`config.mk`:
```
export PLATFORM = sky130hd
export DESIGN_NAME = vn_front_flat
export DESIGN_NICKNAME = d
export VERILOG_FILES = /design/src/rtl/vn_pkg.sv /design/src/rtl/vn_if.sv /design/src/rtl/vn_front.sv /design/src/flat_wrapper.sv
export SDC_FILE = /design/constraint.sdc
export NUM_CORES = 2
export LEC_CHECK = 0
export BUFFER_PORTS_ARGS = -buffer_cell sky130_fd_sc_hd__buf_2
export CORE_ASPECT_RATIO = 0.9
export CORE_UTILIZATION = 68
export DETAILED_ROUTE_END_ITERATION = 16
export GPL_TIMING_DRIVEN = 0
export PLACE_DENSITY = 0.88
export SYNTH_ARGS = -nofsm -noshare
export SYNTH_HDL_FRONTEND = slang
export SYNTH_SLANG_ARGS = --single-unit
```
`constraint.sdc`:
```
create_clock -name clk -period 23.8 [get_ports clk]
set_clock_uncertainty 0.2 [all_clocks]
set_input_delay 4.76 -clock clk [delete_from_list [all_inputs] [get_ports clk]]
set_output_delay 4.76 -clock clk [all_outputs]
set_load 0.01 [all_outputs]
```
`src/rtl/vn_pkg.sv`:
```
// ----------------------------------------------------------------------------
// vn_pkg
// shared types and constants for the vector normalizer
// ----------------------------------------------------------------------------
package vn_pkg;
	localparam int CW       = 16;
	localparam int FB       = 12;
	localparam int LANES    = 4;
	localparam int DIMS_W   = 3;
	localparam int EPS_W    = 24;
	localparam logic [EPS_W-1:0] EPS_RST = EPS_W'(168);
	localparam int SQ_W     = 2*CW - 1;
	localparam int S_W      = SQ_W + 2;
	localparam int ACC_W    = S_W + 2*FB + 8;
	localparam int ITERS    = FB + 1;
	localparam int FIFO_D   = 4;
	localparam int FIFO_AW  = $clog2(FIFO_D);

	typedef logic signed [ACC_W-1:0] acc_t;

	typedef struct packed {
		logic [LANES-1:0][CW-1:0]   v;
		logic [LANES-1:0][SQ_W-1:0] sq;
		logic [S_W-1:0]             s;
		logic                       bypass;
	} item_t;

	typedef struct packed {
		logic rdy;
		logic nonempty;
	} fifo_stat_t;
endpackage

```
`src/rtl/vn_if.sv`:
```
// ----------------------------------------------------------------------------
// vn_in_if / vn_out_if
// valid/ready channels for vectors in and normalized vectors out
// ----------------------------------------------------------------------------
interface vn_in_if;
	import vn_pkg::*;
	logic              valid;
	logic              ready;
	logic [DIMS_W-1:0] dims;
	logic [CW-1:0]     x_in;
	logic [CW-1:0]     y_in;
	logic [CW-1:0]     z_in;
	logic [CW-1:0]     w_in;
	modport source (output valid, dims, x_in, y_in, z_in, w_in, input ready);
	modport sink   (input valid, dims, x_in, y_in, z_in, w_in, output ready);
endinterface


```
`src/rtl/vn_front.sv`:
```
// ----------------------------------------------------------------------------
// vn_front
// accepts vectors, squares components, sums squared length and decides bypass
// ----------------------------------------------------------------------------
module vn_front (
	input  logic                     clk,
	input  logic                     arst_n,
	input  logic [vn_pkg::EPS_W-1:0] eps,
	vn_in_if.sink                    vec_in,
	input  logic                     q_rdy,
	output logic                     push,
	output vn_pkg::item_t            push_item
);
	import vn_pkg::*;

	logic                       valid_s1, valid_s2;
	logic [LANES-1:0][CW-1:0]   v_s1;
	logic [LANES-1:0][SQ_W-1:0] sq_s1;
	item_t                      item_s2;
	logic                       en;
	logic [LANES-1:0][CW-1:0]   v_c;
	logic [LANES-1:0][SQ_W-1:0] sq_c;
	logic [LANES-1:0]           use_c;
	logic [S_W-1:0]             s_c, diff_c, one_c, eps_c;
	logic [CW-1:0]              mag;

	assign en           = !valid_s2 || q_rdy;
	assign vec_in.ready = en;
	assign push         = valid_s2 && q_rdy;
	assign push_item    = item_s2;

	always_comb begin
		mag = '0;
		use_c[0] = 1'b1;
		use_c[1] = 1'b1;
		use_c[2] = (vec_in.dims >= DIMS_W'(3));
		use_c[3] = (vec_in.dims >= DIMS_W'(4));
		v_c[0] = vec_in.x_in;
		v_c[1] = vec_in.y_in;
		v_c[2] = use_c[2] ? vec_in.z_in : '0;
		v_c[3] = use_c[3] ? vec_in.w_in : '0;
		for (int i = 0; i < LANES; i++) begin
			mag = v_c[i][CW-1] ? (~v_c[i] + CW'(1)) : v_c[i];
			sq_c[i] = SQ_W'({{CW{1'b0}}, mag} * {{CW{1'b0}}, mag});
		end
	end

	always_comb begin
		s_c = '0;
		for (int i = 0; i < LANES; i++) begin
			s_c = s_c + S_W'(sq_s1[i]);
		end
		one_c  = S_W'(1) << (2*FB);
		diff_c = (s_c >= one_c) ? (s_c - one_c) : (one_c - s_c);
		eps_c  = S_W'(eps);
	end

	always_ff @(posedge clk or negedge arst_n) begin
		if (!arst_n) begin
			valid_s1 <= 1'b0;
			valid_s2 <= 1'b0;
		end else if (en) begin
			valid_s1 <= vec_in.valid;
			valid_s2 <= valid_s1;
		end
	end

	always_ff @(posedge clk) begin
		if (en) begin
			v_s1           <= v_c;
			sq_s1          <= sq_c;
			item_s2.v      <= v_s1;
			item_s2.sq     <= sq_s1;
			item_s2.s      <= s_c;
			item_s2.bypass <= (s_c < eps_c) || (diff_c < eps_c);
		end
	end
endmodule

```
`src/flat_wrapper.sv`:
```
// flat-port wrapper written by rule: the top's interface ports become plain ports
module vn_front_flat import vn_pkg::*;
  (clk, arst_n, eps, q_rdy, push, push_item, vec_in_valid, vec_in_dims, vec_in_x_in, vec_in_y_in, vec_in_z_in, vec_in_w_in, vec_in_ready);
  vn_in_if vec_in_i ();
  input  logic clk;
  input  logic arst_n;
  input  logic [vn_pkg::EPS_W-1:0] eps;
  input  logic q_rdy;
  output logic push;
  output vn_pkg::item_t push_item;
  input wire logic [$bits(vec_in_i.valid)-1:0] vec_in_valid;
  input wire logic [$bits(vec_in_i.dims)-1:0] vec_in_dims;
  input wire logic [$bits(vec_in_i.x_in)-1:0] vec_in_x_in;
  input wire logic [$bits(vec_in_i.y_in)-1:0] vec_in_y_in;
  input wire logic [$bits(vec_in_i.z_in)-1:0] vec_in_z_in;
  input wire logic [$bits(vec_in_i.w_in)-1:0] vec_in_w_in;
  output wire logic [$bits(vec_in_i.ready)-1:0] vec_in_ready;
  assign vec_in_i.valid = vec_in_valid;
  assign vec_in_i.dims = vec_in_dims;
  assign vec_in_i.x_in = vec_in_x_in;
  assign vec_in_i.y_in = vec_in_y_in;
  assign vec_in_i.z_in = vec_in_z_in;
  assign vec_in_i.w_in = vec_in_w_in;
  assign vec_in_ready = vec_in_i.ready;
  vn_front u_core (.clk(clk), .arst_n(arst_n), .eps(eps), .vec_in(vec_in_i), .q_rdy(q_rdy), .push(push), .push_item(push_item));
endmodule
```
==> flow_summary.toml <==
[run_status]
outcome = "complete, no violations"

[yosys]
postSynthAreaPerCell_um2 = 10.2
yosys.cell_types.count = 82
netlist_area_mm2 = 0.0468
syn_inst = 4594
yosysTopAreaCell = "fa_1"
ys_seq_elements = 396
synth_top_area_frac = 0.294
synthTopCellsByCount = "inv_1, fa_1, ha_1, edfxtp_1, nor2_1"
ys.flop_type = "edfxtp_1"
synth_most_common_cell = "inv_1"
yosysWarnings = 0
synth-edff-count = 394
ys_seq_area_frac = 0.254
async_flop_share = 0.00505
synth.top_cells.by_area = "fa_1, edfxtp_1, ha_1"

[clock_network]
clock_path_buffers = 3
postCtsResizedCells = 0
clk_pin_slew_worst_paths_ps = 60
clock-sinks = 396
cts_setup_buffers = 0
cts_buffers = 45
cts_hold_buf = 0
cts_tree = "yes"
cts_max_level = 2
cts_root_buffer = "clkbuf_16"
clk_latency_ps = 600

[sta]
layout_setup_ws_ps = 8760
worst_slew_pin_slew_ps = 1410
finalCritPeriodShare = 0.632
rsz0062_at_grt = "no"
setup_tns_ps = 0
slew_headroom = 0.0495
slew_violations = 0
period_minus_slack_ps = 15040
max_clock_freq_ghz = 0.0665
setup_viol_count_final = 0
hold_violations = 0

[critical_path]
startpoint = "vec_in_y_in[0]"
worstSetupEndpoint = "u_core.sq_s1[61]"
cpMostUsedCell = "fa_1"
ff2ff_path_depth = 36
required_ps = 23940
cp_slowest_cell = "xor2_1"
worst-path-buf-inv = 8
r2r_setup_slack_ps = 13800
start_kind = "input port"
r2r-start = "u_core.sq_s1[3]"
path_delay_family = "adder cells"
cp_data_arrival_time_ps = 15180
worst-path-stages = 33
crit_path_max_incr_delay_ps = 860
critical_path_peak_fanout = 11
cp-end-kind = "flip-flop"
critPathKind = "input port to flip-flop"
r2r-end = "u_core.push_item[0]"

[floorplanning]
io-pin-count = 319
rows = 90
core_area_mm2 = 0.0676
dieWidth_um = 279
die-area_mm2 = 0.0699
initial_core_util = 0.693
die_y_um = 251

[placed_design]
dp.final_hpwl_mm = 96.5
io_buffers = 314
preCtsSetupSlack_ps = 8420
gp_congestion = 0.990
dpl_cell_area_mm2 = 0.0498

[final_layout]
final_util = 0.760
num-nets-final = 6280
drive_gt1_frac = 0.0921
finalInstanceArea_mm2 = 0.0513
syn_to_final_growth_pct = 9.68

[global_route]
grt_pass1_vias = 36028
grt_start_max_net_pins = 77
grt_pass1_wl_mm = 188
grt_use_total = 0.349
grt_overflow = 0
antenna_found_initial = 7

[detailed_routing]
routed_wl_mm = 117
vias_per_cell = 5.77
dr.pass1.iters = 6
drt_iter0_drc = 2880
drc = 0
antenna_left = 0
routedWlPerCell_um = 19.8
vias = 34145

[flow_run]
drv_cap = 0

[worst_hold_path]
hp-class = "flip-flop to flip-flop"
per-layer routing:
| layer | track usage | wire length, um | vias to the layer above |
|---|---|---|---|
| met5 | 0 | 29 | - |
| met1 | 0.447 | 43700 | 16691 |
| met3 | 0.0688 | 12000 | 370 |
| met2 | 0.570 | 54800 | 1753 |
| met4 | 0.174 | 6580 | 4 |
| li1 | - | - | 15327 |
flip-flops by register name, indices dropped and copies added, names as in the netlist:
register / flops
u_core.sq_s1: 120
u_core.push_item: 214
u_core.valid_s1: 1
u_core.v_s1: 60
u_core.valid_s2: 1
worst register-to-register path, delay by kind of cell, from the launching register on:
kind	cells	cell delay (ps)
XOR/XNOR	2	250
AO/OA/AOI/OAI	21	5940
buffers and inverters	3	560
AND/OR/NAND/NOR	6	870
flip-flops	1	550
adder cells (fa/ha/maj)	4	1480
per-stage QoR:
| stage | std cells | hold slack (ps) |
|---|---|---|
| 3_5_place_dp | 5840 | 205 |
| 4_1_cts | 5921 | 217 |
| 2_1_floorplan | 4646 | 200 |
| 6_report | 5922 | 217 |
| 3_3_place_gp | 5834 | 200 |
| 5_1_grt | 5921 | 218 |
how the worst min path moves through the flow:
stage / startpoint / endpoint / slack [ps] / depth (start not counted)
2_1_floorplan: u_core.v_s1[1] / u_core.push_item[159] / 200 / 0
3_3_place_gp: u_core.v_s1[15] / u_core.push_item[173] / 200 / 0
3_5_place_dp: u_core.v_s1[7] / u_core.push_item[165] / 200 / 0
4_1_cts: u_core.v_s1[7] / u_core.push_item[165] / 220 / 0
5_1_grt: u_core.v_s1[35] / u_core.push_item[193] / 220 / 0
6_report: u_core.v_s1[7] / u_core.push_item[165] / 220 / 0
logic make-up (layout without fill, tap and decap cells):
group                    count (synthesis)  after routing  share of synthesized area
AO/OA/AOI/OAI                          524            524                     0.0751
XOR/XNOR                               250            250                     0.0468
adder cells (fa/ha/maj)               1172           1172                      0.424
buffers and inverters                 1240           1641                      0.101
flip-flops                             396            396                      0.254
multiplexers                             5              5                    0.00115
other                                    2             55                   0.000160
AND/OR/NAND/NOR                       1005           1005                     0.0987
placed cells by master, fill, tap and decap left out, types with 54 or more instances in the layout:
cell,count
conb_1,54
o21ai_0,89
nor2_1,355
xor2_1,85
clkbuf_1,73
ha_1,484
edfxtp_1,394
inv_1,1134
buf_2,314
nor3_1,55
xnor2_1,165
a21oi_1,153
fa_1,688
nand2_1,293
a21o_1,59
and2_1,59
area by class of cell:
class	instances	area (um2)
flip-flops and latches	396	11900
multi-input cells	3010	30400
clock inverters	31	359
clock buffers	50	1140
well taps	874	1090
fillers	4400	16200
inverters	1161	4360
plain buffers	79	349
repair buffers	320	1720
diodes	1	2.50
Power is left out: the tool's default activity adds up to more than one toggle a clock period on the data nets, which glitch-free logic cannot reach.
