$ cat src/rtl/vn_pkg.sv
// ----------------------------------------------------------------------------
// vn_pkg
// shared types and constants for the vector normalizer
// ----------------------------------------------------------------------------
package vn_pkg;
	localparam int CW       = 16;
	localparam int FB       = 12;
	localparam int LANES    = 4;
	localparam int DIMS_W   = 3;
	localparam int EPS_W    = 24;
	localparam logic [EPS_W-1:0] EPS_RST = EPS_W'(168);
	localparam int SQ_W     = 2*CW - 1;
	localparam int S_W      = SQ_W + 2;
	localparam int ACC_W    = S_W + 2*FB + 8;
	localparam int ITERS    = FB + 1;
	localparam int FIFO_D   = 4;
	localparam int FIFO_AW  = $clog2(FIFO_D);

	typedef logic signed [ACC_W-1:0] acc_t;

	typedef struct packed {
		logic [LANES-1:0][CW-1:0]   v;
		logic [LANES-1:0][SQ_W-1:0] sq;
		logic [S_W-1:0]             s;
		logic                       bypass;
	} item_t;

	typedef struct packed {
		logic rdy;
		logic nonempty;
	} fifo_stat_t;
endpackage

$ cat src/rtl/vn_fifo.sv
// ----------------------------------------------------------------------------
// vn_fifo
// short queue between the classifying front and the iterating back end
// ----------------------------------------------------------------------------
module vn_fifo (
	input  logic               clk,
	input  logic               arst_n,
	input  logic               push,
	input  vn_pkg::item_t      push_item,
	input  logic               pop,
	output vn_pkg::item_t      head,
	output vn_pkg::fifo_stat_t stat
);
	import vn_pkg::*;

	item_t              mem [FIFO_D];
	logic [FIFO_AW-1:0] wr_q, rd_q;
	logic [FIFO_AW:0]   cnt_q;

	assign stat.rdy      = (cnt_q < (FIFO_AW+1)'(FIFO_D));
	assign stat.nonempty = (cnt_q != '0);
	assign head          = mem[rd_q];

	always_ff @(posedge clk) begin
		if (push) begin
			mem[wr_q] <= push_item;
		end
	end

	always_ff @(posedge clk or negedge arst_n) begin
		if (!arst_n) begin
			wr_q  <= '0;
			rd_q  <= '0;
			cnt_q <= '0;
		end else begin
			if (push) begin
				wr_q <= wr_q + FIFO_AW'(1);
			end
			if (pop) begin
				rd_q <= rd_q + FIFO_AW'(1);
			end
			cnt_q <= cnt_q + (FIFO_AW+1)'(push) - (FIFO_AW+1)'(pop);
		end
	end
endmodule

$ cat config.mk
export PLATFORM = sky130hd
export DESIGN_NAME = vn_fifo
export DESIGN_NICKNAME = d
export VERILOG_FILES = /design/src/rtl/vn_pkg.sv /design/src/rtl/vn_fifo.sv
export SDC_FILE = /design/constraint.sdc
export NUM_CORES = 1
export LEC_CHECK = 0
export BUFFER_PORTS_ARGS = -buffer_cell sky130_fd_sc_hd__buf_2
export CAP_MARGIN = 20
export CORE_UTILIZATION = 50
export DETAILED_ROUTE_END_ITERATION = 16
export PLACE_DENSITY = 0.74
export SETUP_SLACK_MARGIN = 0.3
export SLEW_MARGIN = 20
export SYNTH_ARGS = -nofsm -noshare
export SYNTH_HDL_FRONTEND = slang
export SYNTH_SLANG_ARGS = --single-unit
$ cat constraint.sdc
create_clock -name clk -period 5.9 [get_ports clk]
set_input_delay 1.18 -clock clk [delete_from_list [all_inputs] [get_ports clk]]
set_output_delay 1.18 -clock clk [all_outputs]
set_load 0.05 [all_outputs]
==> summary.txt, run 1 <==
Area leader, netlist = edfxtp_1
Count of endpoints failing hold in the final timing report = 0
Core Region = 63500 um2
Die boundary width = 257 um
Crit path kind = reg2out
Final net count = 1939
Worst min-delay path class = in2async
Worst-path cell with the longest stage delay = dfrtp_4
CTS Buffer Depth = 3
Root buffer selected by CTS = clkbuf_16
Register-to-register path setup slack = 3470 ps
GRT Resource Usage Total = 19.6%
Global-route wire length before repair = 96.1 mm
Final antenna-violating net count = 0
Total die area = 65800 um2
Sum of negative setup slack = 0 ps
Setup-violating endpoint count in the final report = 0
Startpoint Class = flip-flop
Leak Pwr = 13.1 nW
Starting utilization of the core area = 51.0%
Fraction of the yosys area taken by sequential cells = 82.8%
Port buffer count = 449
Avg Cell Area, Syn = 27.1 um2
Filler cell count in the final layout = 4407
Post-CTS Repair Setup Buffers = 0
Share of the synthesized area in the top cell type = 82.3%
Grt ovf = 0
Fin worst setup slack = 1640 ps
DIE HEIGHT = 257 um
Reg clk slew, reported paths = 60 ps
Setup WS pre-CTS = 2200 ps
Number of detailed-routing iterations run before antenna repair = 4
Post-synth net total = 1427
Fin crit share = 72.3%
CTS Hold Buffers Added = 0
Proportion of layout cells with a drive suffix above 1 = 46.3%
Worst-Skew Late Latency = 640 ps
CP Capture Type = primary output
Crit path max fanout = 42
Post-route core utilization = 60.7%
Rows = 92
Critical path arrival = 3080 ps
CTS H-tree depth = 3
Maximum number of pins on one net before global-route repair = 122
Netlist Area Pre-Place = 32400 um2
DR vias = 14500
Count of instances resized after the clock tree is built = 0
Number of top-level design ports = 450
Syn. warnings = 0
Clock tree from TritonCTS = yes
CP required = 4720 ps
Vias per inst = 5.50
CP cell instances = buf_4, mux4_2, buf_2
Number of slew-limit violations in the final report = 0
Highest cell delay on the worst timing path = 1060 ps
Total Wirelength = 63.9 mm
Half-perimeter wire length of the detailed placement result = 38.8 mm
TritonCTS Buffers = 88
CTS Sinks = 895
Clock tree skew after final layout = 16.3 ps
Worst vdd ir = 0.370 mV
Setup repair after global routing missed its margin = no
P&R area growth vs syn = 18.9%
Leading cell types by total area after synthesis = edfxtp_1, mux4_2, buf_6, dfrtp_1, buf_2
Outcome = complete, no violations
Via count of the first global-routing pass = 15500
Flip-flop and latch count after synthesis = 895
Fmax = 0.235 GHz
Routability-driven placement congestion ratio = 0.758
Distinct cell type count after synthesis = 15
DRC violation count after routing = 0
Period minus WS final = 4260 ps
Ratio of total power to cell area = 588 nW/um2
Worst-margin pin slew = 1020 ps
Maxcap violations = 0
Max-slew headroom at the worst pin = 31.9%
Initial antenna violation count = 21
Post-detailed-route wirelength per cell = 24.3 um
Synthesized netlist cell count = 1194
Initial DRC count = 921
cells in the mapped netlist:
cell,number
buf_2,25
dfrtp_1,7
buf_6,19
and2_1,4
xnor2_1,3
edfxtp_1,888
fa_1,1
xor2_1,2
nand2_1,2
ha_1,6
inv_1,7
or3_1,1
mux4_2,222
o21ai_0,1
clkbuf_1,6
cell families after synthesis:
family	Yosys count	share of synthesized area, %
simple gates	7	0.120
buf+inv	57	1.20
xor+xnor	5	0.135
fa+ha+maj	7	0.293
compound gates	1	0.0154
mux	222	15.4
flops	895	82.8
worst max-delay path, delay by kind of cell, from the launching register on:
kind	cells	cell delay, ps
flops	1	1060
buf+inv	2	770
mux	1	590
final cells by class:
| class | instances | area, um2 | share of cell area (%) |
|---|---|---|---|
| antenna | 10 | 25.0 | 0.0649 |
| clock buffer | 111 | 2340 | 6.07 |
| clock inverter | 49 | 467 | 1.21 |
| inverter | 7 | 26.3 | 0.0682 |
| multi-input combinational | 242 | 5190 | 13.5 |
| sequential | 895 | 26800 | 69.7 |
| tap | 846 | 1060 | 2.75 |
| timing repair buffer | 472 | 2580 | 6.70 |
power breakdown:
| group | internal, mW | switching [mW] |
|---|---|---|
| sequential | 8.31 | 0.402 |
| clock | 3.13 | 2.27 |
| combinational | 2.49 | 6.07 |
| total | 13.9 | 8.74 |
metal layers:
| layer | vias up | global-route usage (%) | part of all wire, % |
|---|---|---|---|
| met2 | 506 | 32.6 | 52 |
| met1 | 7600 | 24.3 | 37 |
| met3 | 123 | 6.01 | 8.1 |
| met4 | 22 | 6.94 | 2.5 |
| li1 | 6228 | - | - |
| met5 | - | 0 | 0.21 |
sequential cells by signal (all words and copies together), names as in the netlist:
signal and cells:
mem 888, cnt_q 3, rd_q 2, wr_q 2
worst paths after layout:
| kind | start | end | cells past startpoint |
|---|---|---|---|
| max in group asynchronous | arst_n | rd_q[1] | 1 |
| max | rd_q[0] | head[189] | 3 |
| min in group clk | cnt_q[2] | cnt_q[2] | 1 |
| min reg2reg | cnt_q[2] | cnt_q[2] | 1 |
| max reg2reg | wr_q[1] | mem[1][120] | 4 |
| min | arst_n | cnt_q[1] | 1 |
cells in the final DEF, fill, tap and decap left out, drive strengths merged:
cell type / netlist / layout
dfrtp: 7 / 7
xnor2: 3 / 3
mux4: 222 / 222
fa: 1 / 1
diode: 0 / 10
edfxtp: 888 / 888
xor2: 2 / 2
ha: 6 / 6
clkinv: 0 / 36
and2: 4 / 4
o21ai: 1 / 1
clkbuf: 6 / 111
buf: 44 / 472
bufinv: 0 / 7
nand2: 2 / 2
inv: 7 / 10
or3: 1 / 1
clkinvlp: 0 / 3
stage by stage:
| stage | power [mW] | hold slack [ps] | cell area [um2] | cells |
|---|---|---|---|---|
| finish | 22.7 | 373 | 38500 | 2632 |
| global route | 23.5 | 344 | 38500 | 2629 |
| CTS | 23.0 | 325 | 38500 | 2622 |
| detailed placement | 17.5 | 521 | 35700 | 2462 |
| global placement | 17.4 | 488 | 35700 | 2462 |
| floorplan | 15.5 | 460 | 32400 | 1194 |
No activity file was read; power rests on OpenSTA's default activity.
==> run 2, diff against run 1 <==
==> constraint.sdc (replaced) <==
create_clock -name clk -period 3.7 [get_ports clk]
set_input_delay 0.74 -clock clk [delete_from_list [all_inputs] [get_ports clk]]
set_output_delay 0.74 -clock clk [all_outputs]
set_load 0.05 [all_outputs]
==> run 2 against run 1 <==
Compared with the run above:
- clock skew grew 3.5 ps
- clock-buffer cell count up 2
- via count is 1.6% higher
- largest power group is now combinational cells
- first-iteration DRC count increased by 14%
- global-route usage grew 0.77 points
- sequential power up 57%
- power increased by 61%
- combinational power up 66%
- routed wire length up 4.5%
- register-to-register slack worse by 1900 ps
==> summary.txt, run 2 (synthesis gave the netlist of run 1 again) <==
Fin worst setup slack = 483 ps (-1150 ps)
Global-route wire length before repair = 98.6 mm (+2.6%)
Clock tree skew after final layout = 19.8 ps (+3.53 ps)
Maximum number of pins on one net before global-route repair = 75 (-39%)
Routability-driven placement congestion ratio = 0.766 (+1.2%)
Setup repair after global routing missed its margin = no
DIE HEIGHT = 257 um (unchanged)
Post-detailed-route wirelength per cell = 25.0 um (+2.8%)
Port buffer count = 449 (unchanged)
Fin crit share = 87.0%
Grt ovf = 0 (unchanged)
Sum of negative setup slack = 0 ps (unchanged)
Outcome = complete, no violations
Final net count = 1978 (+2.0%)
Setup-violating endpoint count in the final report = 0 (unchanged)
Startpoint of the most critical setup path = rd_q[0]
CP required = 2960 ps (-1760 ps)
Final non-filler cell area = 38900 um2 (+0.98%)
P&R area growth vs syn = 20.1%
Worst-Skew Late Latency = 630 ps (about the same)
CP Capture Type = primary output
Crit path kind = reg2out
Fmax = 0.311 GHz
Half-perimeter wire length of the detailed placement result = 42.8 mm (+10%)
Die boundary width = 257 um (unchanged)
TritonCTS Buffers = 87 (-1.1%)
Max-slew headroom at the worst pin = 47.7% (+16 points)
Reg clk slew, reported paths = 60 ps (about the same)
Startpoint Class = flip-flop
Ratio of total power to cell area = 937 nW/um2 (+59%)
Worst min-delay path class = in2reg
DR vias = 14700 (+1.6%)
CTS Sinks = 895 (unchanged)
Via count of the first global-routing pass = 15900 (+2.2%)
Total Wirelength = 66.8 mm (+4.5%)
DRC violation count after routing = 0 (unchanged)
Final antenna-violating net count = 0 (unchanged)
Starting utilization of the core area = 51.0% (unchanged)
Root buffer selected by CTS = clkbuf_16
Total die area = 65800 um2 (unchanged)
Filler cell count in the final layout = 4315 (-2.1%)
Total Power = 36.5 mW (+61%)
Maxcap violations = 0 (unchanged)
Worst-margin pin slew = 784 ps (-238 ps)
Proportion of layout cells with a drive suffix above 1 = 47.3% (+0.98 points)
Reg-to-reg startpoint = wr_q[0]
Leak Pwr = 13.3 nW (+1.6%)
Core Region = 63500 um2 (unchanged)
Most frequent cells in the layout = edfxtp_1, buf_2, mux4_2
Worst vdd ir = 0.693 mV (+88%)
Period minus WS final = 3220 ps
Initial antenna violation count = 22 (+4.8%)
CTS Buffer Depth = 3 (unchanged)
Number of flip-flops under the largest register name = 888 (unchanged)
Most common cell after layout, fill and taps aside = edfxtp_1
Count of endpoints failing hold in the final timing report = 0 (unchanged)
Top flop regs = mem x888, cnt_q x3
Crit path max fanout = 21 (-50%)
Setup WS pre-CTS = 973 ps (-1230 ps)
Post-route core utilization = 61.2% (+0.59 points)
Number of slew-limit violations in the final report = 0 (unchanged)
CTS H-tree depth = 3 (unchanged)
Largest register by flop count = mem
Rows = 92 (unchanged)
Number of detailed-routing iterations run before antenna repair = 4 (unchanged)
Vias per inst = 5.50 (about the same)
Critical path arrival = 2480 ps (-600 ps)
Clock tree from TritonCTS = yes
Number of top-level design ports = 450 (unchanged)
Critical hold path startpoint = push_item[11]
Initial DRC count = 1049 (+14%)
GRT Resource Usage Total = 20.3% (+0.77 points)
Instance area at placement = 36100 um2 (+1.0%)
## run 2: cell types whose count changed in the layout (fill, tap and decap cells not counted), moves of 2 or more
cell       change
clkbuf_16      -2
inv_6          +3
buf_12         +9
buf_4         +28
clkbuf_8       +3
clkinv_2       -5
diode_2        +5
## run 2: what timing repair did
action | CTS | global route
hold buffers | 1 | 0
buffers inserted | 4 | 0
setup endpoints to repair | 3 | 0
resized for setup | 1 | 0
endpoints found under the hold margin | 7 | 0
## run 2: layout make-up
type | instances | area, um2 | area share (%)
inverters | 7 | 26.3 | 0.0675
clock buffers | 113 | 2340 | 6.00
flip-flops and latches | 895 | 26800 | 69.0
multi-input cells | 242 | 5190 | 13.3
repair buffers | 512 | 3010 | 7.73
clock inverters | 44 | 410 | 1.05
diodes | 15 | 37.5 | 0.0964
well taps | 846 | 1060 | 2.72
## run 2: power by group
part           switching (mW)  total [mW]  internal, mW
combinational            10.0        14.2          4.24
clock                    3.60        8.49          4.89
sequential              0.484        13.7          13.2
## run 2: routing by layer
| layer | vias up | wire [um] | global-route usage (%) |
|---|---|---|---|
| met5 | - | 119 | 0 |
| met1 | 7708 | 24500 | 24.5 |
| met3 | 125 | 5520 | 6.79 |
| met2 | 530 | 35000 | 34.7 |
| li1 | 6330 | - | - |
| met4 | 20 | 1690 | 6.33 |
## run 2: worst max-delay path: stages, from the launching register on
cell and delay [ps]:
dfrtp_4 490, buf_12 240, buf_12 250, mux4_2 580
buf_2 240
## run 2: worst paths after layout
check | to | cells past startpoint | slack [ps]
setup reg to reg | mem[2][91] | 4 | 1590
setup / recovery | head[173] | 4 | 480
hold / removal | mem[3][11] | 1 | 310
max in group asynchronous | rd_q[1] | 2 | 3020
hold reg to reg | cnt_q[2] | 1 | 490
min in group asynchronous | rd_q[0] | 2 | 500
## run 2: per-stage QoR
| stage | instances | hold slack, ps |
|---|---|---|
| after floorplan | 1194 | 444 |
| after global placement | 2497 | 485 |
| after detailed placement | 2497 | 488 |
| after CTS | 2659 | 272 |
| after global routing | 2668 | 276 |
| final | 2674 | 315 |
